==> config.mk <==
export PLATFORM = sky130hd
export DESIGN_NAME = rws_cell
export DESIGN_NICKNAME = d
export VERILOG_FILES = /design/src/rtl/roulette_wheel_selector_defines.svh /design/src/rtl/rws_pkg.sv /design/src/rtl/rws_cell.sv
export SDC_FILE = /design/constraint.sdc
export NUM_CORES = 1
export LEC_CHECK = 0
export ABC_AREA = 0
export BUFFER_PORTS_ARGS = -buffer_cell sky130_fd_sc_hd__clkbuf_2
export CORE_MARGIN = 2
export CORE_UTILIZATION = 35
export DETAILED_ROUTE_END_ITERATION = 6
export HOLD_SLACK_MARGIN = 0.06
export SLEW_MARGIN = 20
export SYNTH_ARGS = -nofsm -noshare
export SYNTH_HDL_FRONTEND = slang
export SYNTH_SLANG_ARGS = --single-unit
==> constraint.sdc <==
create_clock -name clk -period 2.5 [get_ports clk]
set_input_delay 0.5 -clock clk [delete_from_list [all_inputs] [get_ports clk]]
set_output_delay 0.5 -clock clk [all_outputs]
set_load 0.01 [all_outputs]
==> src/rtl/roulette_wheel_selector_defines.svh <==
// Assertion macros shared by the roulette wheel selector RTL.
`ifndef ROULETTE_WHEEL_SELECTOR_DEFINES_SVH
`define ROULETTE_WHEEL_SELECTOR_DEFINES_SVH

`ifndef SYNTHESIS

// Checks an implication or sequence property on every clock edge out of reset.
`define RWS_ASSERT(lbl, clk, rst_n, prop) \
    lbl: assert property (@(posedge clk) disable iff (!rst_n) prop) \
        else $error("roulette wheel selector assertion failed");

// Checks that a condition never holds on any clock edge out of reset.
`define RWS_NEVER(lbl, clk, rst_n, expr) \
    lbl: assert property (@(posedge clk) disable iff (!rst_n) !(expr)) \
        else $error("roulette wheel selector forbidden condition seen");

`else

`define RWS_ASSERT(lbl, clk, rst_n, prop)
`define RWS_NEVER(lbl, clk, rst_n, expr)

`endif

`endif

==> src/rtl/rws_pkg.sv <==
// Shared constants and types of the roulette wheel selector.
`timescale 1ns / 1ps
`default_nettype none

package rws_pkg;

    localparam int MAX_ENTRIES = 64;
    localparam int FIT_SCALE   = 10000;

    localparam int COST_W   = 16;
    localparam int DENOM_W  = COST_W + 1;
    localparam int FIT_W    = $clog2(FIT_SCALE + 1);
    localparam int IDX_W    = $clog2(MAX_ENTRIES);
    localparam int COUNT_W  = $clog2(MAX_ENTRIES + 1);
    localparam int TOTAL_W  = $clog2(MAX_ENTRIES * FIT_SCALE + 1);
    localparam int RAND_W   = 32;
    localparam int DVD_W    = RAND_W;
    localparam int DIVR_W   = (TOTAL_W > DENOM_W) ? TOTAL_W : DENOM_W;
    localparam int DIV_CNT_W = $clog2(DVD_W);

    localparam logic [1:0] ACT_LOAD   = 2'd0;
    localparam logic [1:0] ACT_SELECT = 2'd1;
    localparam logic [1:0] ACT_CLEAR  = 2'd2;

    // Search token that travels down the cell chain.
    typedef struct packed {
        logic               valid;
        logic               found;
        logic [IDX_W-1:0]   idx;
        logic [TOTAL_W-1:0] target;
    } token_t;

    // Broadcast write of one fitness value into the cell chain.
    typedef struct packed {
        logic             en;
        logic [IDX_W-1:0] idx;
        logic [FIT_W-1:0] data;
    } fit_wr_t;

endpackage

`default_nettype wire

==> src/rtl/rws_cell.sv <==
// One cell of the selection chain: holds one fitness value and passes the search token on.
`timescale 1ns / 1ps
`default_nettype none

module rws_cell (
    input  wire logic                       clk,
    input  wire logic                       rst_n,
    input  wire logic [rws_pkg::IDX_W-1:0]  cell_idx,
    input  wire rws_pkg::fit_wr_t           fit_wr,
    input  wire rws_pkg::token_t            tok_in,
    output rws_pkg::token_t                 tok_out
);

    logic [rws_pkg::FIT_W-1:0] fit_reg;
    rws_pkg::token_t           tok_reg;
    rws_pkg::token_t           tok_next;

    always_ff @(posedge clk)
    begin
        if (fit_wr.en && (fit_wr.idx == cell_idx))
        begin
            fit_reg <= fit_wr.data;
        end
    end

    // A token that is still searching either consumes this cell's share of the
    // wheel or stops here; once found it passes through unchanged.
    always_comb
    begin
        tok_next = tok_in;
        if (tok_in.valid && !tok_in.found)
        begin
            if (tok_in.target > rws_pkg::TOTAL_W'(fit_reg))
            begin
                tok_next.target = tok_in.target - rws_pkg::TOTAL_W'(fit_reg);
            end
            else
            begin
                tok_next.found = 1'b1;
                tok_next.idx   = cell_idx;
            end
        end
    end

    always_ff @(posedge clk or negedge rst_n)
    begin
        if (!rst_n)
        begin
            tok_reg <= '0;
        end
        else
        begin
            tok_reg <= tok_next;
        end
    end

    assign tok_out = tok_reg;

endmodule

`default_nettype wire

### Word level (Yosys, flattened, before mapping)

Index checks and enable logic that the tools add are counted.

* register bits: 42
* latch bits: 0
* bits in writable memories: 0
* memory bits (read-only): 0
* bits of input ports: 57
* output and inout bits: 28
* word-level logic and storage cells: 14
* memories kept: 0

* add/subtract/negate cells: 1
* multipliers: 0
* divide/modulo/power cells: 0
* order comparisons: 1
* equal/unequal tests: 1
* shift operators: 0
* muxes and demuxes: 3
* bitwise operators: 0
* reduce and logical (&&, ||, !) cells: 3

Operators by type and width (count)
* $mux W27: 1
* $gt A20 B14 Y1: 1
* $mux W20: 1
* $sub A20 B14 Y20: 1
* $mux W7: 1
* $eq A6 B6 Y1: 1
* $logic_and A1 B1 Y1: 2
* $logic_not A1 Y1: 1

### Logic depth before layout (Yosys ltp)

Gate-level depths: netlist (run 1).

* depth after elaboration: 3
* mapped depth: 10
* gate-level depth less buffers: 9

### Worst setup path after synthesis (run 1)

Ideal clock, no wire load.

* path kind: input port to flip-flop
* start: in cell_idx[5] in the netlist's numbering
* end: reg fit_reg[0] in the netlist's numbering (enable)
* setup time: 0.421 ns
* data arrival time: 2.132 ns
* data required time: 2.079 ns
* path slack: -0.053 ns
* stages: 2
* cell sequence: xor2_1 > nor4_1

* longest elaborated chain between the ends: 2

Ends and longest elaborated chain
* start, declared: line rws_cell.sv:8 `input wire logic [rws_pkg::IDX_W-1:0] cell_idx,`
* $eq A6 B6 Y1: line rws_cell.sv:20 `if (fit_wr.en && (fit_wr.idx == cell_idx))`
* $logic_and A1 B1 Y1: line rws_cell.sv:20
* end signal, assigned: line rws_cell.sv:22 `fit_reg <= fit_wr.data;`
* end, declared: line rws_cell.sv:14 `logic [rws_pkg::FIT_W-1:0] fit_reg;`

No other way between the ends.
A chain may end at the register's enable or synchronous reset.

==> results by group, run 1 <==
Floorplanning
  – Vert. Die Dim: 87.73 microns
  – Chip Width: around 88 microns
  – Initial core utilization: 0.3611
  – Ports: 85
  – Std-Cell Rows: 30
  – Die Footprint: 7696 sq um
  – Core ar.: 6794 sq um

Setup path
  – Setup crit start kind: flop
  – Setup crit end kind: flop
  – WP data required: 2690 ps
  – Classification of the worst setup path: reg -> reg
  – Worst-path fanout max: 8
  – CP arrival: between 2000 and 3000 ps

Placed design
  – Placed insts: 457
  – # port buffers: 84
  – Dpl hpwl: ~5000 microns
  – Final GP Congestion: 0.9312
  – Area after DPL: 3283 sq um

Global routing
  – Initial antenna violation count: 0
  – Vias in the first global route: 2209
  – Largest net degree at the start of global routing: 29
  – First-pass GRT wire length: 10170 microns
  – All-layer global routing usage: 0.1700
  – Gr ovfl total: 0

Synthesis
  – Area share of fa/ha/maj cells after synthesis: 0.07955
  – Seq cells post-synth: 42
  – Synth Area in Compound Gates: 0.1713
  – Mux contribution to synthesized area: 0.04539
  – Top FF cell, synth: dfrtp_1
  – Largest family of logic cells by synthesized area: compound AO/OA/AOI/OAI gates
  – Post-Synth Simple-Gate Area: 0.1407
  – Post-synth ARST share: 0.6667
  – Area fraction of the dominant cell type after synthesis: 0.2856
  – Mean post-synth cell area: 10.22 sq um
  – Seq/Total Area, Yosys: 0.4569
  – Synth area leaders: dfrtp_1 29%, edfxtp_1 17%, ha_1 7.1%
  – Synth Instances: 240
  – Post-Syn Area: 2454 sq um
  – Largest area contributor in the synthesized netlist: dfrtp_1
  – Mapped Nets: 312
  – Ys Warns: 0
  – EDFF count, synth: 14
  – Synth cell types: 49
  – Synth Area in XOR/XNOR: 0.06068

Clock network
  – Hold_buf cts: 0
  – Clock Tree Root: clkbuf_8
  – H-tree lvl count: 2
  – Clock-pin slew on the worst setup and hold paths: ~80 ps
  – Largest buffer count on any clock path: 2
  – Clk Latency, worst-skew pair: 300 ps
  – Number of buffers created by CTS: 5
  – Clk sinks: 42
  – TritonCTS clock tree: yes

Route
  – First DRT Iteration DRCs: 179
  – Vias/cell: 4.810
  – Post-DRT Antenna Nets: 0
  – DRC viols: 0
  – Routed via count: around 2300
  – WL/cell: 13.42 microns
  – Routed wire length: approximately 6300 microns
  – Pre-Repair DR Iteration Count: 4

Power and ir drop
  – Flop pwr share: 0.487
  – Maximum VDD drop: 269.5 uV
  – Clk pwr share: 0.277
  – Total power: between 1.5 and 2 mW
  – P_int: 1.121 mW
  – Net Sw Frac: 0.2792
  – Sw Pwr: 0.4344 mW
  – Pwr Density: 445.9 nW/um^2
  – Static Leakage: roughly 1.7 nW
  – Combinational share of power: 0.236

Cells and area
  – Fillers: 629
  – Layout cells sized above 1: 0.4435
  – P&R area growth vs syn: 42.22%
  – Core Util, Final: 0.5136
  – Nets@finish: 443
  – # diodes: 0
  – Final instance area: 3490 sq um
  – Largest register FFs: 28
  – Non-filler instance count after layout: 468

STA
  – Fin crit period: between 2000 and 2500 ps
  – Final setup viols: 0
  – Final TNS setup: 0 ps
  – RSZ-0062 raised after global routing: no
  – FMAX: 417.6 MHz
  – Final Cycle Share: 0.9579
  – Fin. Hold Viols: 0
  – Worst Skew: approximately 5.7 ps
  – Max-slew violations: 0
  – Normalized max-slew margin: 0.5231
  – Slew @ Worst Pin: slightly above 700 ps

Run
  – MaxCap Viol Count: 0

Min path
  – Hold crit path type: in -> async

Outcome
  – Status: finished clean
[metrics by stage]
stage	worst slack, ps	hold WS, ps
floorplan	18.89	204.4
global placement	-130.7	576.4
detailed placement	-174.5	591.7
CTS	59.46	258.7
global route	10.11	296.2
finish	105.2	239.2
[worst paths after layout]
check                            start           to  slack (ps)  cells after the start
setup / recovery           fit_reg[11]  tok_out[25]         110                      8
hold / removal                   rst_n  tok_out[19]         240                      1
setup reg to reg           fit_reg[11]  tok_out[25]         110                      8
hold reg to reg             fit_reg[0]   tok_out[0]         610                      2
max in group asynchronous        rst_n   tok_out[1]        1810                      1
min in group clk            tok_in[27]  tok_out[27]         350                      1
[placed cells by master, fill, tap and decap left out, types with 3 or more instances in the layout]
| master | count |
|---|---|
| a211oi_1 | 3 |
| a21o_1 | 3 |
| a21oi_1 | 10 |
| and2_1 | 3 |
| and3_1 | 4 |
| buf_4 | 44 |
| clkbuf_2 | 84 |
| clkbuf_8 | 5 |
| dfrtp_1 | 28 |
| edfxtp_1 | 14 |
| ha_1 | 12 |
| inv_1 | 21 |
| mux2_2 | 3 |
| mux2_4 | 6 |
| nand2_1 | 22 |
| nand2b_1 | 3 |
| nand3_1 | 4 |
| nor2_1 | 11 |
| nor3_1 | 6 |
| o211ai_1 | 3 |
| o21ai_0 | 17 |
| o31ai_1 | 5 |
| xnor2_1 | 6 |
| xor2_1 | 11 |
[area by class of cell]
| type | count | area (sq um) | area share |
|---|---|---|---|
| Tap cell | 96 | 120.1 | 0.03442 |
| Timing Repair Buffer | 128 | 750.7 | 0.2151 |
| Multi-Input combinational cell | 171 | 1330 | 0.3811 |
| Inverter | 23 | 86.33 | 0.02474 |
| Clock buffer | 6 | 72.57 | 0.02080 |
| Sequential cell | 42 | 1121 | 0.3213 |
| Clock inverter | 2 | 8.758 | 0.002510 |
[synth_stat cells, types with 3 or more instances]
cell type,instances
a211oi_1,4
a21o_1,3
a21oi_1,11
and2_1,3
and3_1,4
dfrtp_1,28
edfxtp_1,14
ha_1,14
inv_1,23
mux2_2,9
nand2_1,22
nand2b_1,3
nand3_1,4
nor2_1,11
nor3_1,7
o211ai_1,3
o21ai_0,17
o31ai_1,5
xnor2_1,6
xor2_1,11
[layer usage]
layer,wire length (microns),GRT usage,vias up
met5,0,0,-
met4,85,0.05874,0
met3,362,0.03959,6
met2,2969,0.2700,68
met1,2864,0.2281,1056
li1,-,-,1121
[cell families (layout without fill, tap and decap cells)]
kind of cell | count (synthesis) | after routing
multiplexers | 10 | 10
AND/OR/NAND/NOR | 67 | 67
flip-flops | 42 | 42
adder cells (fa/ha/maj) | 15 | 15
buffers and inverters | 27 | 159
AO/OA/AOI/OAI | 62 | 62
XOR/XNOR | 17 | 17
[power by group through the flow]
stage | Sequential (mW) | Combinational (mW) | Clock (mW)
2_1_floorplan | 0.791 | 0.150 | 0
3_3_place_gp | 0.773 | 0.338 | 0
5_1_grt | 0.761 | 0.409 | 0.479
3_5_place_dp | 0.772 | 0.344 | 0
4_1_cts | 0.758 | 0.346 | 0.442
6_report | 0.758 | 0.367 | 0.431
[critical path, stage by stage (launching register included)]
cell      delay, ps
edfxtp_1        410
inv_2            90
ha_4            200
a211o_1         270
a311oi_2        230
or2_4           180
a22oi_2          90
nor3_4          470
mux2_4          350
[repair_timing]
action                                  4_1_cts  5_1_grt
gates resized for setup                       0       21
buffers inserted                              0        3
endpoints found under the setup margin        0       19
(Power assumes the default switching activity.)
==> run 2, diff against run 1 <==
Settings changed: ABC_AREA 0 to 1, REMOVE_ABC_BUFFERS set to 1.
==> results by group, run 2 <==
STA
  – Max-slew violations: 0 (unchanged)
  – Fin crit period: 2147 ps (-247.5 ps)
  – Slew @ Worst Pin: 736.4 ps (+21.08 ps)
  – FMAX: 465.7 MHz (+12%)
  – Normalized max-slew margin: 0.5091 (-0.01406)
  – Final Cycle Share: 0.8589 (-0.09901)
  – Worst Skew: 4.862 ps (-0.8396 ps)
  – Fin. Hold Viols: 0 (unchanged)
  – RSZ-0062 raised after global routing: no
  – Final setup viols: 0 (unchanged)

Cells and area
  – Largest register FFs: 28 (unchanged)
  – # diodes: 0 (unchanged)
  – P&R area growth vs syn: 23.50%
  – Most common cell after layout, fill and taps aside: nand2_1
  – Fillers: 816 (+30%)
  – Commonest cells after routing, fill and taps aside: 137 x nand2_1, 84 x clkbuf_2, 67 x inv_1
  – Nets@finish: 544 (+23%)
  – Layout cells sized above 1: 0.2600 (-0.1835)
  – Core Util, Final: 0.4497 (-0.06395)

Outcome
  – Status: finished clean

Setup path
  – Max incr delay on CP: 400 ps (-70 ps)
  – Setup crit start kind: flop
  – Worst-path fanout max: 8 (unchanged)
  – Setup slack, reg-to-reg: 350 ps (+250 ps)
  – Reg2reg path depth: 13 (+5)
  – Classification of the worst setup path: reg -> reg
  – Setup crit end kind: flop
  – FF-to-FF Start: fit_reg[0]
  – Crit Reg-Reg Endpoint: tok_out[12]
  – CP Cell Sequence: ha_1 > fa_1 > inv_1 > nand2_1 > nand2_1 > nand3_2 > nand2_4 > nand3_4 > nand2_4 > nand3_4 > buf_4 > nor2_1 > a21oi_2
  – WP data required: 2700 ps (about the same)
  – Slowest CP cell: fa_1
  – CP arrival: 2350 ps (-240 ps)

Route
  – Vias/cell: 4.468 (-7.1%)
  – WL/cell: 11.85 microns (-12%)
  – Post-DRT Antenna Nets: 0 (unchanged)
  – First DRT Iteration DRCs: 117 (-35%)
  – Pre-Repair DR Iteration Count: 4 (unchanged)
  – Routed wire length: 6811 microns (+8.4%)
  – Routed via count: 2569 (+14%)
  – DRC viols: 0 (unchanged)

Synthesis
  – Synth cell count leaders: 137 x nand2_1, 67 x inv_1, 28 x dfrtp_1
  – Ys Warns: 0 (unchanged)
  – Mean post-synth cell area: 7.461 sq um (-27%)
  – Synth cell types: 30 (-39%)
  – Post-synth ARST share: 0.6667 (unchanged)
  – Largest area contributor in the synthesized netlist: dfrtp_1
  – Seq cells post-synth: 42 (unchanged)
  – EDFF count, synth: 14 (unchanged)
  – Top FF cell, synth: dfrtp_1
  – Synth Instances: 381 (+59%)
  – Top-count cell post-synth: nand2_1
  – Seq/Total Area, Yosys: 0.3944 (-0.06254)
  – Post-Syn Area: 2843 sq um (+16%)
  – Area fraction of the dominant cell type after synthesis: 0.2465 (-0.03909)
  – Synth area leaders: dfrtp_1 25%, nand2_1 18%, edfxtp_1 15%

Global routing
  – Initial antenna violation count: 0 (unchanged)
  – First-pass GRT wire length: 11430 microns (+12%)
  – All-layer global routing usage: 0.1648 (-0.005149)
  – Largest net degree at the start of global routing: 29 (unchanged)
  – Vias in the first global route: 2522 (+14%)
  – Gr ovfl total: 0 (unchanged)

Clock network
  – Number of gates resized after cts: 0 (unchanged)
  – Hold_buf cts: 0 (unchanged)
  – TritonCTS clock tree: yes
  – Number of buffers created by CTS: 5 (unchanged)
  – Clock Tree Root: clkbuf_8
  – H-tree lvl count: 2 (unchanged)
  – Largest buffer count on any clock path: 2 (unchanged)
  – Post-CTS setup buffers: 0 (unchanged)
  – Clk Latency, worst-skew pair: 300 ps (about the same)
  – Clk sinks: 42 (unchanged)
  – Clock-pin slew on the worst setup and hold paths: 90 ps (about the same)

Run
  – MaxCap Viol Count: 0 (unchanged)

Min path
  – Hold crit path type: in -> async

Power and ir drop
  – Static Leakage: 1.932 nW (+14%)
  – Total power: 1.674 mW (+7.6%)
  – Maximum VDD drop: 296.2 uV (+9.9%)
  – Pwr Density: 476.8 nW/um^2 (+6.9%)

Floorplanning
  – Chip Width: 94.12 microns (+7.3%)
  – Core ar.: 7807 sq um (+15%)
  – Std-Cell Rows: 32 (+6.7%)
  – Die Footprint: 8859 sq um (+15%)
  – Vert. Die Dim: 94.12 microns (+7.3%)
  – Initial core utilization: 0.3641 (+0.002961)
  – Ports: 85 (unchanged)

Placed design
  – Final GP Congestion: 0.8814 (-5.3%)
  – # port buffers: 84 (unchanged)
  – Dpl hpwl: 5686 microns (+14%)
## run 2: cells by family after synthesis
| logic type | Yosys count | synth area share |
|---|---|---|
| AO/OA/AOI/OAI | 33 | 0.08011 |
| adder cells (fa/ha/maj) | 15 | 0.06866 |
| XOR/XNOR | 11 | 0.03389 |
| flip-flops | 42 | 0.3944 |
| AND/OR/NAND/NOR | 208 | 0.3195 |
| buffers and inverters | 72 | 0.1034 |
## run 2: critical path, delay by kind of cell, from the launching register on
family | cells | cell delay, ps
DFF | 1 | 380
and+or+nand+nor | 8 | 700
buffers and inverters | 2 | 300
AOI/OAI and AO/OA | 1 | 40
adders and majority gates | 2 | 620
## run 2: through the flow
stage	worst slack (ps)	TNS [ps]	hold WS (ps)	cell area (sq um)	std cells
floorplan	-135.9	-1903	204.4	2804	377
global placement	115.1	0	587.6	3401	567
detailed placement	86.32	0	586.2	3401	567
CTS	346.0	0	287.7	3511	575
global route	172.9	0	314.6	3511	575
finish	352.7	0	246.8	3511	575
## run 2: how the worst max path moves through the flow
stage                start     endpoint  slack (ps)  cells past startpoint
2_1_floorplan  cell_idx[2]   fit_reg[0]        -140                      4
3_3_place_gp     tok_in[0]  tok_out[12]         120                     15
3_5_place_dp     tok_in[0]  tok_out[12]          90                     15
4_1_cts         fit_reg[0]  tok_out[12]         350                     13
5_1_grt         fit_reg[0]  tok_out[25]         170                     13
6_report        fit_reg[0]  tok_out[12]         350                     13
## run 2: final cells by class
cell class                 count  area (sq um)  area share
multi-input combinational    267          1434      0.4084
sequential                    42          1121      0.3193
timing repair buffer          88         462.9      0.1319
inverter                      68         255.2     0.07270
tap                          102         127.6     0.03635
clock buffer                   6         72.57     0.02067
clock inverter                 2         37.54     0.01069
## run 2: routing by layer
| layer | routed length, microns | track usage |
|---|---|---|
| met1 | 3157 | 0.2214 |
| met2 | 3239 | 0.2780 |
| met3 | 321 | 0.02087 |
| met4 | 92 | 0.04710 |
| met5 | 0 | 0 |
## run 2: power by group
group | switching, mW | internal (mW) | total [mW] | leakage [nW]
Combinational | 0.216 | 0.147 | 0.364 | 1.42
Clock | 0.252 | 0.298 | 0.551 | 0.0514
Sequential | 0.0110 | 0.749 | 0.760 | 0.456
