[src/rtl/roulette_wheel_selector_defines.svh]
// Assertion macros shared by the roulette wheel selector RTL.
`ifndef ROULETTE_WHEEL_SELECTOR_DEFINES_SVH
`define ROULETTE_WHEEL_SELECTOR_DEFINES_SVH

`ifndef SYNTHESIS

// Checks an implication or sequence property on every clock edge out of reset.
`define RWS_ASSERT(lbl, clk, rst_n, prop) \
    lbl: assert property (@(posedge clk) disable iff (!rst_n) prop) \
        else $error("roulette wheel selector assertion failed");

// Checks that a condition never holds on any clock edge out of reset.
`define RWS_NEVER(lbl, clk, rst_n, expr) \
    lbl: assert property (@(posedge clk) disable iff (!rst_n) !(expr)) \
        else $error("roulette wheel selector forbidden condition seen");

`else

`define RWS_ASSERT(lbl, clk, rst_n, prop)
`define RWS_NEVER(lbl, clk, rst_n, expr)

`endif

`endif

[src/rtl/rws_pkg.sv]
// Shared constants and types of the roulette wheel selector.
`timescale 1ns / 1ps
`default_nettype none

package rws_pkg;

    localparam int MAX_ENTRIES = 64;
    localparam int FIT_SCALE   = 10000;

    localparam int COST_W   = 16;
    localparam int DENOM_W  = COST_W + 1;
    localparam int FIT_W    = $clog2(FIT_SCALE + 1);
    localparam int IDX_W    = $clog2(MAX_ENTRIES);
    localparam int COUNT_W  = $clog2(MAX_ENTRIES + 1);
    localparam int TOTAL_W  = $clog2(MAX_ENTRIES * FIT_SCALE + 1);
    localparam int RAND_W   = 32;
    localparam int DVD_W    = RAND_W;
    localparam int DIVR_W   = (TOTAL_W > DENOM_W) ? TOTAL_W : DENOM_W;
    localparam int DIV_CNT_W = $clog2(DVD_W);

    localparam logic [1:0] ACT_LOAD   = 2'd0;
    localparam logic [1:0] ACT_SELECT = 2'd1;
    localparam logic [1:0] ACT_CLEAR  = 2'd2;

    // Search token that travels down the cell chain.
    typedef struct packed {
        logic               valid;
        logic               found;
        logic [IDX_W-1:0]   idx;
        logic [TOTAL_W-1:0] target;
    } token_t;

    // Broadcast write of one fitness value into the cell chain.
    typedef struct packed {
        logic             en;
        logic [IDX_W-1:0] idx;
        logic [FIT_W-1:0] data;
    } fit_wr_t;

endpackage

`default_nettype wire

[src/rtl/rws_div.sv]
// Iterative restoring divider, one quotient bit per cycle.
`timescale 1ns / 1ps
`default_nettype none

module rws_div (
    input  wire logic                        clk,
    input  wire logic                        rst_n,
    input  wire logic                        start,
    input  wire logic [rws_pkg::DVD_W-1:0]   dividend,
    input  wire logic [rws_pkg::DIVR_W-1:0]  divisor,
    output logic                             done,
    output logic [rws_pkg::DVD_W-1:0]        quotient,
    output logic [rws_pkg::DIVR_W-1:0]       remainder
);

    logic                           run_reg;
    logic                           run_next;
    logic                           done_reg;
    logic                           done_next;
    logic [rws_pkg::DIV_CNT_W-1:0]  cnt_reg;
    logic [rws_pkg::DIV_CNT_W-1:0]  cnt_next;
    logic [rws_pkg::DVD_W-1:0]      dvd_reg;
    logic [rws_pkg::DVD_W-1:0]      dvd_next;
    logic [rws_pkg::DIVR_W-1:0]     rem_reg;
    logic [rws_pkg::DIVR_W-1:0]     rem_next;
    logic [rws_pkg::DIVR_W-1:0]     dvs_reg;
    logic [rws_pkg::DIVR_W-1:0]     dvs_next;
    logic [rws_pkg::DIVR_W:0]       trial;
    logic                           fits;

    // The partial remainder shifted left by one with the next dividend bit.
    assign trial = {rem_reg, dvd_reg[rws_pkg::DVD_W-1]};
    assign fits  = (trial >= {1'b0, dvs_reg});

    always_comb
    begin
        run_next  = run_reg;
        done_next = 1'b0;
        cnt_next  = cnt_reg;
        dvd_next  = dvd_reg;
        rem_next  = rem_reg;
        dvs_next  = dvs_reg;
        if (start)
        begin
            run_next = 1'b1;
            cnt_next = '0;
            dvd_next = dividend;
            rem_next = '0;
            dvs_next = divisor;
        end
        else if (run_reg)
        begin
            // Quotient bits shift in at the bottom as dividend bits leave the top.
            dvd_next = {dvd_reg[rws_pkg::DVD_W-2:0], fits};
            if (fits)
            begin
                rem_next = rws_pkg::DIVR_W'(trial - {1'b0, dvs_reg});
            end
            else
            begin
                rem_next = trial[rws_pkg::DIVR_W-1:0];
            end
            cnt_next = cnt_reg + 1'b1;
            if (cnt_reg == rws_pkg::DIV_CNT_W'(rws_pkg::DVD_W - 1))
            begin
                run_next  = 1'b0;
                done_next = 1'b1;
            end
        end
    end

    always_ff @(posedge clk or negedge rst_n)
    begin
        if (!rst_n)
        begin
            run_reg  <= 1'b0;
            done_reg <= 1'b0;
            cnt_reg  <= '0;
        end
        else
        begin
            run_reg  <= run_next;
            done_reg <= done_next;
            cnt_reg  <= cnt_next;
        end
    end

    always_ff @(posedge clk)
    begin
        dvd_reg <= dvd_next;
        rem_reg <= rem_next;
        dvs_reg <= dvs_next;
    end

    assign done      = done_reg;
    assign quotient  = dvd_reg;
    assign remainder = rem_reg;

endmodule

`default_nettype wire

[config.mk]
export PLATFORM = sky130hd
export DESIGN_NAME = rws_div
export DESIGN_NICKNAME = d
export VERILOG_FILES = /design/src/rtl/roulette_wheel_selector_defines.svh /design/src/rtl/rws_pkg.sv /design/src/rtl/rws_div.sv
export SDC_FILE = /design/constraint.sdc
export NUM_CORES = 1
export LEC_CHECK = 0
export BUFFER_PORTS_ARGS = -buffer_cell sky130_fd_sc_hd__buf_2
export CAP_MARGIN = 20
export CORE_UTILIZATION = 39
export CTS_CLUSTER_SIZE = 40
export DETAILED_ROUTE_END_ITERATION = 10
export PLACE_DENSITY = 0.65
export SLEW_MARGIN = 20
export SYNTH_ARGS = -nofsm -noshare
export SYNTH_HDL_FRONTEND = slang
export SYNTH_SLANG_ARGS = --single-unit
[constraint.sdc]
create_clock -name clk -period 3.2 [get_ports clk]
set_input_delay 0.64 -clock clk [delete_from_list [all_inputs] [get_ports clk]]
set_output_delay 0.64 -clock clk [all_outputs]
set_load 0.02 [all_outputs]
# Word-level counts from Yosys, hierarchy flattened
# Cells that the tools add are included.
[totals]
register_bits = 79
latch_bits = 0
ram_bits = 0
mem_bits_ro = 0
input_bits = 55
out_inout_bits = 53
n_memories = 0
[classes]
add_sub_neg = 2
multipliers = 0
n_div = 0
order_cmp = 1
eq_ne = 1
n_shift = 0
n_mux = 11
n_bitwise = 0
reduce_logical = 1
[ops]
columns = ["op", "n"]
rows = [
  ["two-way mux 32 bit", 2],
  [">= comparator 21 x 20 -> 1 bit", 1],
  ["two-way mux 20 bit", 1],
  ["subtractor 20 bit", 1],
  ["two-way mux 5 bit", 2],
  ["two-way mux 1 bit", 6],
  ["adder 5 x 1 -> 5 bit, second input constant", 1],
  ["== test 5 bit, second input constant", 1],
  ["nonzero test 2 bit", 1],
]

# Longest topological paths before layout
# Gate-level depths: netlist (run 1).
[depth]
ltp_word = 4
depth_mapped = 12

# Worst setup path before layout (run 1)
# OpenSTA, ideal clock, no wires.
[synth_path]
kind = "register to register"
start = "register rem_reg (netlist bit remainder[14])"
end = "register dvd_reg (netlist bit quotient[0]), data pin"
arrival_ns = 2.217
required_ns = 2.940
path_slack_ns = 0.723
path_stages_with_launch = 10
path_buffers = 2
synth_period_minus_slack_ns = 2.477
cell_sequence = "dfxtp_1 -> ha_1 -> and3_4 -> nand3_2 -> nor2_1 -> a211o_1 -> a211o_1 -> buf_6 -> buf_4 -> mux2_2"
[synth_between]
elab_chain_cells = 3
[synth_lines]
columns = ["item", "line_no", "source"]
rows = [
  ["start, declared", "rws_div.sv:24", "logic [rws_pkg::DIVR_W-1:0] rem_reg;"],
  ["start signal, assigned", "rws_div.sv:91", "rem_reg <= rem_next;"],
  [">= comparator 21 x 20 -> 1 bit", "rws_div.sv:33", "assign fits = (trial >= {1'b0, dvs_reg});"],
  ["two-way mux 32 bit", "rws_div.sv:51", "else if (run_reg)"],
  ["two-way mux 32 bit", "rws_div.sv:43", "if (start)"],
  ["named net dvd_next, one bit", "rws_div.sv:23", "logic [rws_pkg::DVD_W-1:0] dvd_next;"],
  ["end signal, assigned", "rws_div.sv:90", "dvd_reg <= dvd_next;"],
  ["end, declared", "rws_div.sv:22", "logic [rws_pkg::DVD_W-1:0] dvd_reg;"],
]
# The timed path passes the listed nets, and every way through them passes these cells. The select of a mux whose other input is x is not followed.
# A chain may end at the register's enable or synchronous reset.

# Final worst setup path (run 1)
[layout_path]
start = "register rem_reg (netlist bit remainder[14])"
end = "register rem_reg (netlist bit remainder[8])"
[layout_between]
elab_chain_cells = 2
[layout_lines]
columns = ["item", "line_no", "source"]
rows = [
  [">= comparator 21 x 20 -> 1 bit", "rws_div.sv:33", ""],
  ["two-way mux 20 bit", "rws_div.sv:55", "if (fits)"],
]
# No other way between the ends.

==> metrics.md, run 1 <==
| Metric | Value |
|---|---|
| Crit path DAT | 2.75 ns |
| Drt wl/cell | 15.2 um |
| Number of setup buffers added after CTS | 0 |
| RSZ-0062 raised after global routing | no |
| Final worst-path cycle share | 0.784 |
| Ant diodes | 0 |
| Worst slew margin | 0.534 |
| GR Overflow Total | 0 |
| Setup crit start kind | register |
| Max FFs per register | 32 |
| Clock network power share | 0.284 |
| MaxCap Viol Count | 0 |
| Final nets | 567 |
| Most frequent cells in the layout | buf_2 (107), edfxtp_1 (52), nand2_1 (36), mux2_2 (32), inv_1 (29) |
| Area of the core | 10400 um2 |
| Crit-path max FO | 11 |
| Final hold violation count | 0 |
| Fin crit period | 2.51 ns |
| Worst-skew pair later-pin latency | 0.35 ns |
| Combinational Power Share | 0.271 |
| P&R area growth vs syn | 21.1% |
| Final design utilization | 0.493 |
| Initial antenna violation count | 0 |
| Die Span Y | 106 um |
| Final setup fails | 0 |
| DIE AREA | 11300 um2 |
| PnR worst setup slack | 0.692 ns |
| Crit-path max cell delay | 0.41 ns |
| NetSw | 897 uW |
| Post-Synthesis Cells | 380 |
| Routability Congestion | 0.855 |
| Design Area, Final | 5130 um2 |
| Sequential fraction of design power | 0.445 |
| Critical path required time | 3.44 ns |
| Clock transition at path regs | 0.09 ns |
| Post-synth EDFFs | 52 |
| Total global-route track usage | 0.178 |
| Placed inst area | 4910 um2 |
| Crit-path cells | ha_1 > and3_4 > nand3_2 > nor2_1 > a211o_1 > a211o_1 > buf_4 > and3_1 > nor4_1 |
| Sw frac | 0.313 |
| Register area share after synthesis | 0.504 |
| Most common cell after layout, fill and taps aside | buf_2 |
| Post-cts resize count | 0 |
| Setup TNS | 0 ns |
| DRC Markers | 0 |
| IO Count | 108 |
| Syn Nets | 458 |
| Fin cells | 630 |
| Max Clock Freq | 399 MHz |
| Final ANT Viol Nets | 0 |
| Leakage | 2.27 nW |
| Skew final | 0.00885 ns |
| Unique masters post-synth | 52 |
| Max-slew violations | 0 |
| Final wirelength | 9590 um |
| Yosys warns | 0 |
| Pwr/cell area | 558 nW/um2 |
| Class of the worst hold path | input pin to asynchronous set/reset pin |
| Htree depth | 3 |
| PortBufs | 107 |
| FFs w/ async S/R, synth | 0.0886 |
| Root buf cell | clkbuf_8 |
| Clk sink count | 79 |
| CP delay by family, top | simple AND/OR/NAND/NOR gates |
| CP Capture Type | register |
| Inst Count DP | 614 |
| Status | completed |
| Starting Density | 0.407 |
| Post-Synthesis Cell Area | 4240 um2 |
| DR iter-0 viols | 133 |
| Largest net degree at the start of global routing | 43 |
| CP Buf/Inv Count | 1 |
| Worst VDD drop | 0.343 mV |
| Avg Cell Area, Syn | 11.2 um2 |
| Internal power | 1.97 mW |
| CTS Buf Count | 9 |
| Register bit count reported by yosys | 79 |
| Bufs on Longest Clock Path | 2 |
| Most used cell, CP | a211o_1 |
| DR vias | 3207 |
| Hpwl dp | 7220 um |
| Setup CP Type | register to register |
| Layout cells sized above 1 | 0.338 |
| Drt pass-1 iters | 4 |
| Die X | 106 um |
| Worst path slowest cell | ha_1 |
| # rows | 37 |
| Worst slack, placed | 0.717 ns |
| Vias in the first global route | 3153 |
| Vias per inst | 5.09 |
| First-pass GRT wire length | 15600 um |
| Tightest Pin Transition | 0.698 ns |
| CTS tree | built |
| Cts-stage hold buffer count | 0 |
| Synth Flop Type | edfxtp_1 |
## path summary, 6_finish.rpt
| kind | from | to | slack (ns) | depth (start not counted) |
|---|---|---|---|---|
| max | remainder[14] | remainder[8] | 0.69 | 9 |
| min | rst_n | done | 0.11 | 1 |
| max reg2reg | remainder[14] | remainder[8] | 0.69 | 9 |
| min reg2reg | remainder[4] | remainder[4] | 0.50 | 2 |
| max in group asynchronous | rst_n | cnt_reg[1] | 2.94 | 1 |
| min in group clk | divisor[18] | dvs_reg[18] | 0.47 | 1 |
## area by class of cell
type,count,area (um2)
Clock buffer,9,124
Tap cell,136,170
Multi-Input combinational cell,256,1910
Clock inverter,7,97.6
Fill cell,980,5280
Inverter,29,109
Timing Repair Buffer,114,588
Sequential cell,79,2140
## worst register-to-register path, cell delays in order, from the launching register on
cell and delay [ns]:
dfxtp_1 0.36, ha_1 0.41, and3_4 0.24, nand3_2 0.11
nor2_1 0.06, a211o_1 0.29, a211o_1 0.29, buf_4 0.19
and3_1 0.18, nor4_1 0.29
## power groups by stage
stage          sequential, mW  clock (mW)  combinational (mW)
6_report                 1.27       0.814               0.777
5_1_grt                  1.29       0.881               0.858
4_1_cts                  1.28       0.842               0.778
3_5_place_dp             1.30           0               0.776
3_3_place_gp             1.29           0               0.771
2_1_floorplan            1.38           0               0.470
## cell usage after synthesis, drive strengths merged, types with 2 or more instances
library cell  count  area (um2)
a22o              2        17.5
ha               22         275
a21oi            18        90.1
inv              29         109
nand2b            6        37.5
nor2             22        82.6
or3               2        12.5
o211ai            6        45.0
a221o             2        20.0
and3              4        30.0
nand4             4        25.0
a2111oi           2        23.8
xor2              7        61.3
nor4              2        12.5
xnor2            11        96.3
mux2             32         360
nor2b             2        12.5
a211o             2        17.5
a31oi             6        37.5
dfrtp             7         175
clkbuf           12        45.0
mux2i            14         140
buf               4        42.5
o21ai            18        90.1
dfxtp            20         400
nand3             5        30.0
edfxtp           52        1560
o21bai            5        37.5
a211oi            5        37.5
a21o              5        37.5
o21a              3        22.5
nand2            36         135
## cell families (layout without fill, tap and decap cells)
| family | count (synthesis) | after routing | synth area share |
|---|---|---|---|
| flops | 79 | 79 | 0.504 |
| mux | 46 | 46 | 0.118 |
| simple gates | 87 | 87 | 0.0960 |
| fa+ha+maj | 23 | 23 | 0.0697 |
| buf+inv | 45 | 159 | 0.0464 |
| xor+xnor | 18 | 18 | 0.0372 |
| compound gates | 82 | 82 | 0.128 |
## per-stage QoR
stage	hold slack (ns)	total power, mW
2_1_floorplan	0.344	1.85
3_3_place_gp	0.477	2.07
3_5_place_dp	0.484	2.07
4_1_cts	0.0917	2.90
5_1_grt	0.0919	3.03
6_report	0.106	2.87
## metal layers
metal / vias to the layer above / routed length [um] / GRT usage
met5: - / 0 / 0
met4: 0 / 98 / 0.0615
met3: 8 / 759 / 0.0558
met2: 122 / 4310 / 0.268
met1: 1475 / 4430 / 0.239
li1: 1602 / - / -
Power figures use the tool's default switching activity.
==> inputs of run 2 (changes only) <==
--- a/config.mk
+++ b/config.mk
@@ -5,12 +5,13 @@
 export SDC_FILE = /design/constraint.sdc
 export NUM_CORES = 1
 export LEC_CHECK = 0
+export ABC_AREA = 1
 export BUFFER_PORTS_ARGS = -buffer_cell sky130_fd_sc_hd__buf_2
 export CAP_MARGIN = 20
 export CORE_UTILIZATION = 39
 export CTS_CLUSTER_SIZE = 40
 export DETAILED_ROUTE_END_ITERATION = 10
-export PLACE_DENSITY = 0.65
+export PLACE_DENSITY = 0.64
 export SLEW_MARGIN = 20
 export SYNTH_ARGS = -nofsm -noshare
 export SYNTH_HDL_FRONTEND = slang
==> constraint.sdc (replaced) <==
create_clock -name clk -period 2.6 [get_ports clk]
set_input_delay 0.52 -clock clk [delete_from_list [all_inputs] [get_ports clk]]
set_output_delay 0.52 -clock clk [all_outputs]
set_load 0.02 [all_outputs]
==> run 2 against run 1 <==
Compared with the run above:
- the flow now finishes with violations (design-rule violations)
- die area up 11%
- largest power group is now combinational cells
- area after synthesis grew 11%
- register-to-register slack lost 0.36 ns
- highest routed layer unchanged
- maximum frequency rose by 10%
- synthesized cell count up 61%
- non-clock buffer count increased by 2
- sequential power rose by 32%
==> metrics.md, run 2 <==
| Metric | Value |
|---|---|
| Status | complete, but fails checks (was completed) |
| Failing checks | design-rule violations |
| Htree depth | 3 (unchanged) |
| # rows | 39 (was 37) |
| Yosys warns | 0 (unchanged) |
| MaxCap Viol Count | 0 (unchanged) |
| Final ANT Viol Nets | 0 (unchanged) |
| Total global-route track usage | 0.189 (was 0.178) |
| RSZ-0062 raised after global routing | no (unchanged) |
| Final worst-path cycle share | 0.873 (was 0.784) |
| Post-synth EDFFs | 52 (unchanged) |
| CTS tree | built (unchanged) |
| Leakage | 3.04 nW (was 2.27 nW) |
| Most frequent cells in the layout | nand2_1 (240), buf_2 (107), inv_1 (95), edfxtp_1 (52), nand3_1 (48) (was buf_2 (107), edfxtp_1 (52), nand2_1 (36), mux2_2 (32), inv_1 (29)) |
| Largest net degree at the start of global routing | 49 (was 43) |
| Final nets | 801 (was 567) |
| Unique masters post-synth | 34 (was 52) |
| Worst VDD drop | 0.372 mV (was 0.343 mV) |
| Synth top cells by count | nand2_1 (240), inv_1 (95), edfxtp_1 (52) (was edfxtp_1 (52), nand2_1 (36), mux2_2 (32)) |
| Register area share after synthesis | 0.455 (was 0.504) |
| Max-slew violations | 0 (unchanged) |
| Max Clock Freq | 441 MHz (was 399 MHz) |
| Die X | 112 um (was 106 um) |
| NetSw | 2.07 mW (was 897 uW) |
| Final setup fails | 0 (unchanged) |
| Routability Congestion | 0.904 (was 0.855) |
| Crit path DAT | 2.50 ns (was 2.75 ns) |
| GR Overflow Total | 0 (unchanged) |
| Sequential fraction of design power | 0.332 (was 0.445) |
| Worst slew margin | 0.646 (was 0.534) |
| Setup TNS | 0 ns (unchanged) |
| Final wirelength | 11200 um (was 9590 um) |
| Synth Flop Type | edfxtp_1 (unchanged) |
| Clk sink count | 79 (unchanged) |
| Vias per inst | 4.77 (was 5.09) |
| CTS Buf Count | 9 (unchanged) |
| CP Capture Type | register (unchanged) |
| Root buf cell | clkbuf_16 (was clkbuf_8) |
| Internal power | 2.99 mW (was 1.97 mW) |
| Count leader, synth | nand2_1 (was edfxtp_1) |
| Avg Cell Area, Syn | 7.67 um2 (was 11.2 um2) |
| Drt pass-1 iters | 9 (was 4) |
| DIE AREA | 12500 um2 (was 11300 um2) |
| DR iter-0 viols | 224 (was 133) |
| Layout cells sized above 1 | 0.216 (was 0.338) |
| Final design utilization | 0.490 (was 0.493) |
| Crit-path max FO | 20 (was 11) |
| Vias in the first global route | 3922 (was 3153) |
| Skew final | 0.00689 ns (was 0.00885 ns) |
| Synth area leaders | edfxtp_1 (33%), nand2_1 (19%), dfxtp_1 (8.5%) (was edfxtp_1 (37%), dfxtp_1 (9.4%), mux2_2 (8.5%)) |
| Sw frac | 0.409 (was 0.313) |
| Tightest Pin Transition | 0.531 ns (was 0.698 ns) |
| Final hold violation count | 0 (unchanged) |
| Setup crit start kind | register (unchanged) |
| Critical path required time | 2.83 ns (was 3.44 ns) |
| DR vias | 4158 (was 3207) |
| Die Span Y | 112 um (was 106 um) |
| Class of the worst hold path | input pin to register (was input pin to asynchronous set/reset pin) |
| Bufs on Longest Clock Path | 2 (unchanged) |
| P&R area growth vs syn | 20.6% (was 21.1%) |
| Setup CP Type | register to register (unchanged) |
| Ant diodes | 0 (unchanged) |
| Hpwl dp | 8470 um (was 7220 um) |
| Fin crit period | 2.27 ns (was 2.51 ns) |
| Pwr/cell area | 893 nW/um2 (was 558 nW/um2) |
| Worst-skew pair later-pin latency | 0.34 ns (was 0.35 ns) |
| Syn Nets | 691 (was 458) |
| Initial antenna violation count | 0 (unchanged) |
| Max FFs per register | 32 (unchanged) |
| Post-Synthesis Cells | 613 (was 380) |
| Largest area contributor in the netlist | edfxtp_1 (unchanged) |
| Post-Synthesis Cell Area | 4700 um2 (was 4240 um2) |
| Clock network power share | 0.230 (was 0.284) |
| Clock transition at path regs | 0.06 ns (was 0.09 ns) |
| FFs w/ async S/R, synth | 0.0886 (unchanged) |
| Drt wl/cell | 12.9 um (was 15.2 um) |
| Combinational Power Share | 0.438 (was 0.271) |
| Fillers | 1143 (was 980) |
| Register bit count reported by yosys | 79 (unchanged) |
| DRC Markers | 3 (was 0) |
| First-pass GRT wire length | 18700 um (was 15600 um) |
| Most common cell after layout, fill and taps aside | nand2_1 (was buf_2) |
| Synth top area share | 0.332 (was 0.368) |
| Starting Density | 0.406 (was 0.407) |
| IO Count | 108 (unchanged) |
| Post-cts resize count | 0 (unchanged) |
| PortBufs | 107 (unchanged) |
| Post-layout total power | 5.06 mW (was 2.87 mW) |
| Area of the core | 11600 um2 (was 10400 um2) |
[run 2: cell types whose count changed after synthesis, moves of 7 or more]
cell	delta
mux2i_1	-14
o21ai_0	-14
nand3b_1	+10
nor3_1	+7
nand2_1	+204
nand3_2	+8
o21ai_1	+8
mux2_2	-32
inv_1	+66
nand3_1	+44
nand2_2	+8
[run 2: final timing paths]
kind / to / depth (start not counted) / slack (ns) / from
min: dvs_reg[17] / 1 / 0.35 / divisor[17]
min in group asynchronous: cnt_reg[3] / 2 / 0.56 / rst_n
min reg2reg: remainder[18] / 2 / 0.49 / remainder[18]
max in group asynchronous: cnt_reg[4] / 2 / 1.88 / rst_n
max reg2reg: remainder[13] / 14 / 0.33 / dvs_reg[13]
max: remainder[13] / 14 / 0.33 / dvs_reg[13]
[run 2: per-layer routing]
layer  vias to the layer above  GRT usage  part of all wire
met5                         -          0                 0
met4                         0     0.0838             0.017
met3                        15     0.0381             0.048
met2                       108      0.297              0.45
met1                      1885      0.252              0.49
li1                       2150          -                 -
[run 2: metrics by stage]
stage / hold WS [ns] / setup slack, ns / area (um2) / cells
floorplan: 0.224 / 0.130 / 4700 / 613
global placement: 0.357 / 0.371 / 5390 / 854
detailed placement: 0.360 / 0.376 / 5390 / 854
global route: 0.340 / 0.131 / 5670 / 871
finish: 0.355 / 0.330 / 5670 / 871
CTS: 0.338 / 0.369 / 5670 / 871
[run 2: cell type report]
type	instances	area (um2)	share of cell area
clock inverters	7	47.5	0.00839
multi-input cells	417	2090	0.368
inverters	100	375	0.0662
well taps	143	179	0.0316
clock buffers	9	225	0.0397
flip-flops and latches	79	2140	0.377
repair buffers	116	618	0.109
[run 2: critical path, stage by stage, from the launching register on]
cell and delay [ns]:
edfxtp_1 0.32, inv_1 0.04, ha_1 0.38, nand2_1 0.12, nor2_1 0.16, nand2_1 0.13, nor2_1 0.11, nand2_1 0.05
nand2_1 0.07, nor2_2 0.04, buf_4 0.18, nand2_4 0.25, nand3_2 0.14, nand3_1 0.11, nand2_1 0.05
[run 2: cells by family (layout without fill, tap and decap cells)]
group                      Yosys count  count (layout)  synth area share
xor gates and xnor gates             9               9            0.0168
AOI/OAI and AO/OA                   30              30            0.0346
adders and majority gates           23              23            0.0628
and+or+nand+nor                    355             355             0.330
buffers and inverters              117             232             0.101
DFF                                 79              79             0.455
[run 2: timing repair]
action | 4_1_cts | 5_1_grt
hold endpoints to repair | 7 | 0
setup buffers | 0 | 0
hold buffers | 1 | 0
[run 2: power by group through the flow]
stage | Combinational, mW | Clock [mW] | Sequential (mW)
after global placement | 2.18 | 0 | 1.70
after CTS | 2.21 | 1.21 | 1.68
after detailed placement | 2.20 | 0 | 1.70
after floorplan | 1.50 | 0 | 1.88
final | 2.22 | 1.16 | 1.68
after global routing | 2.49 | 1.25 | 1.71
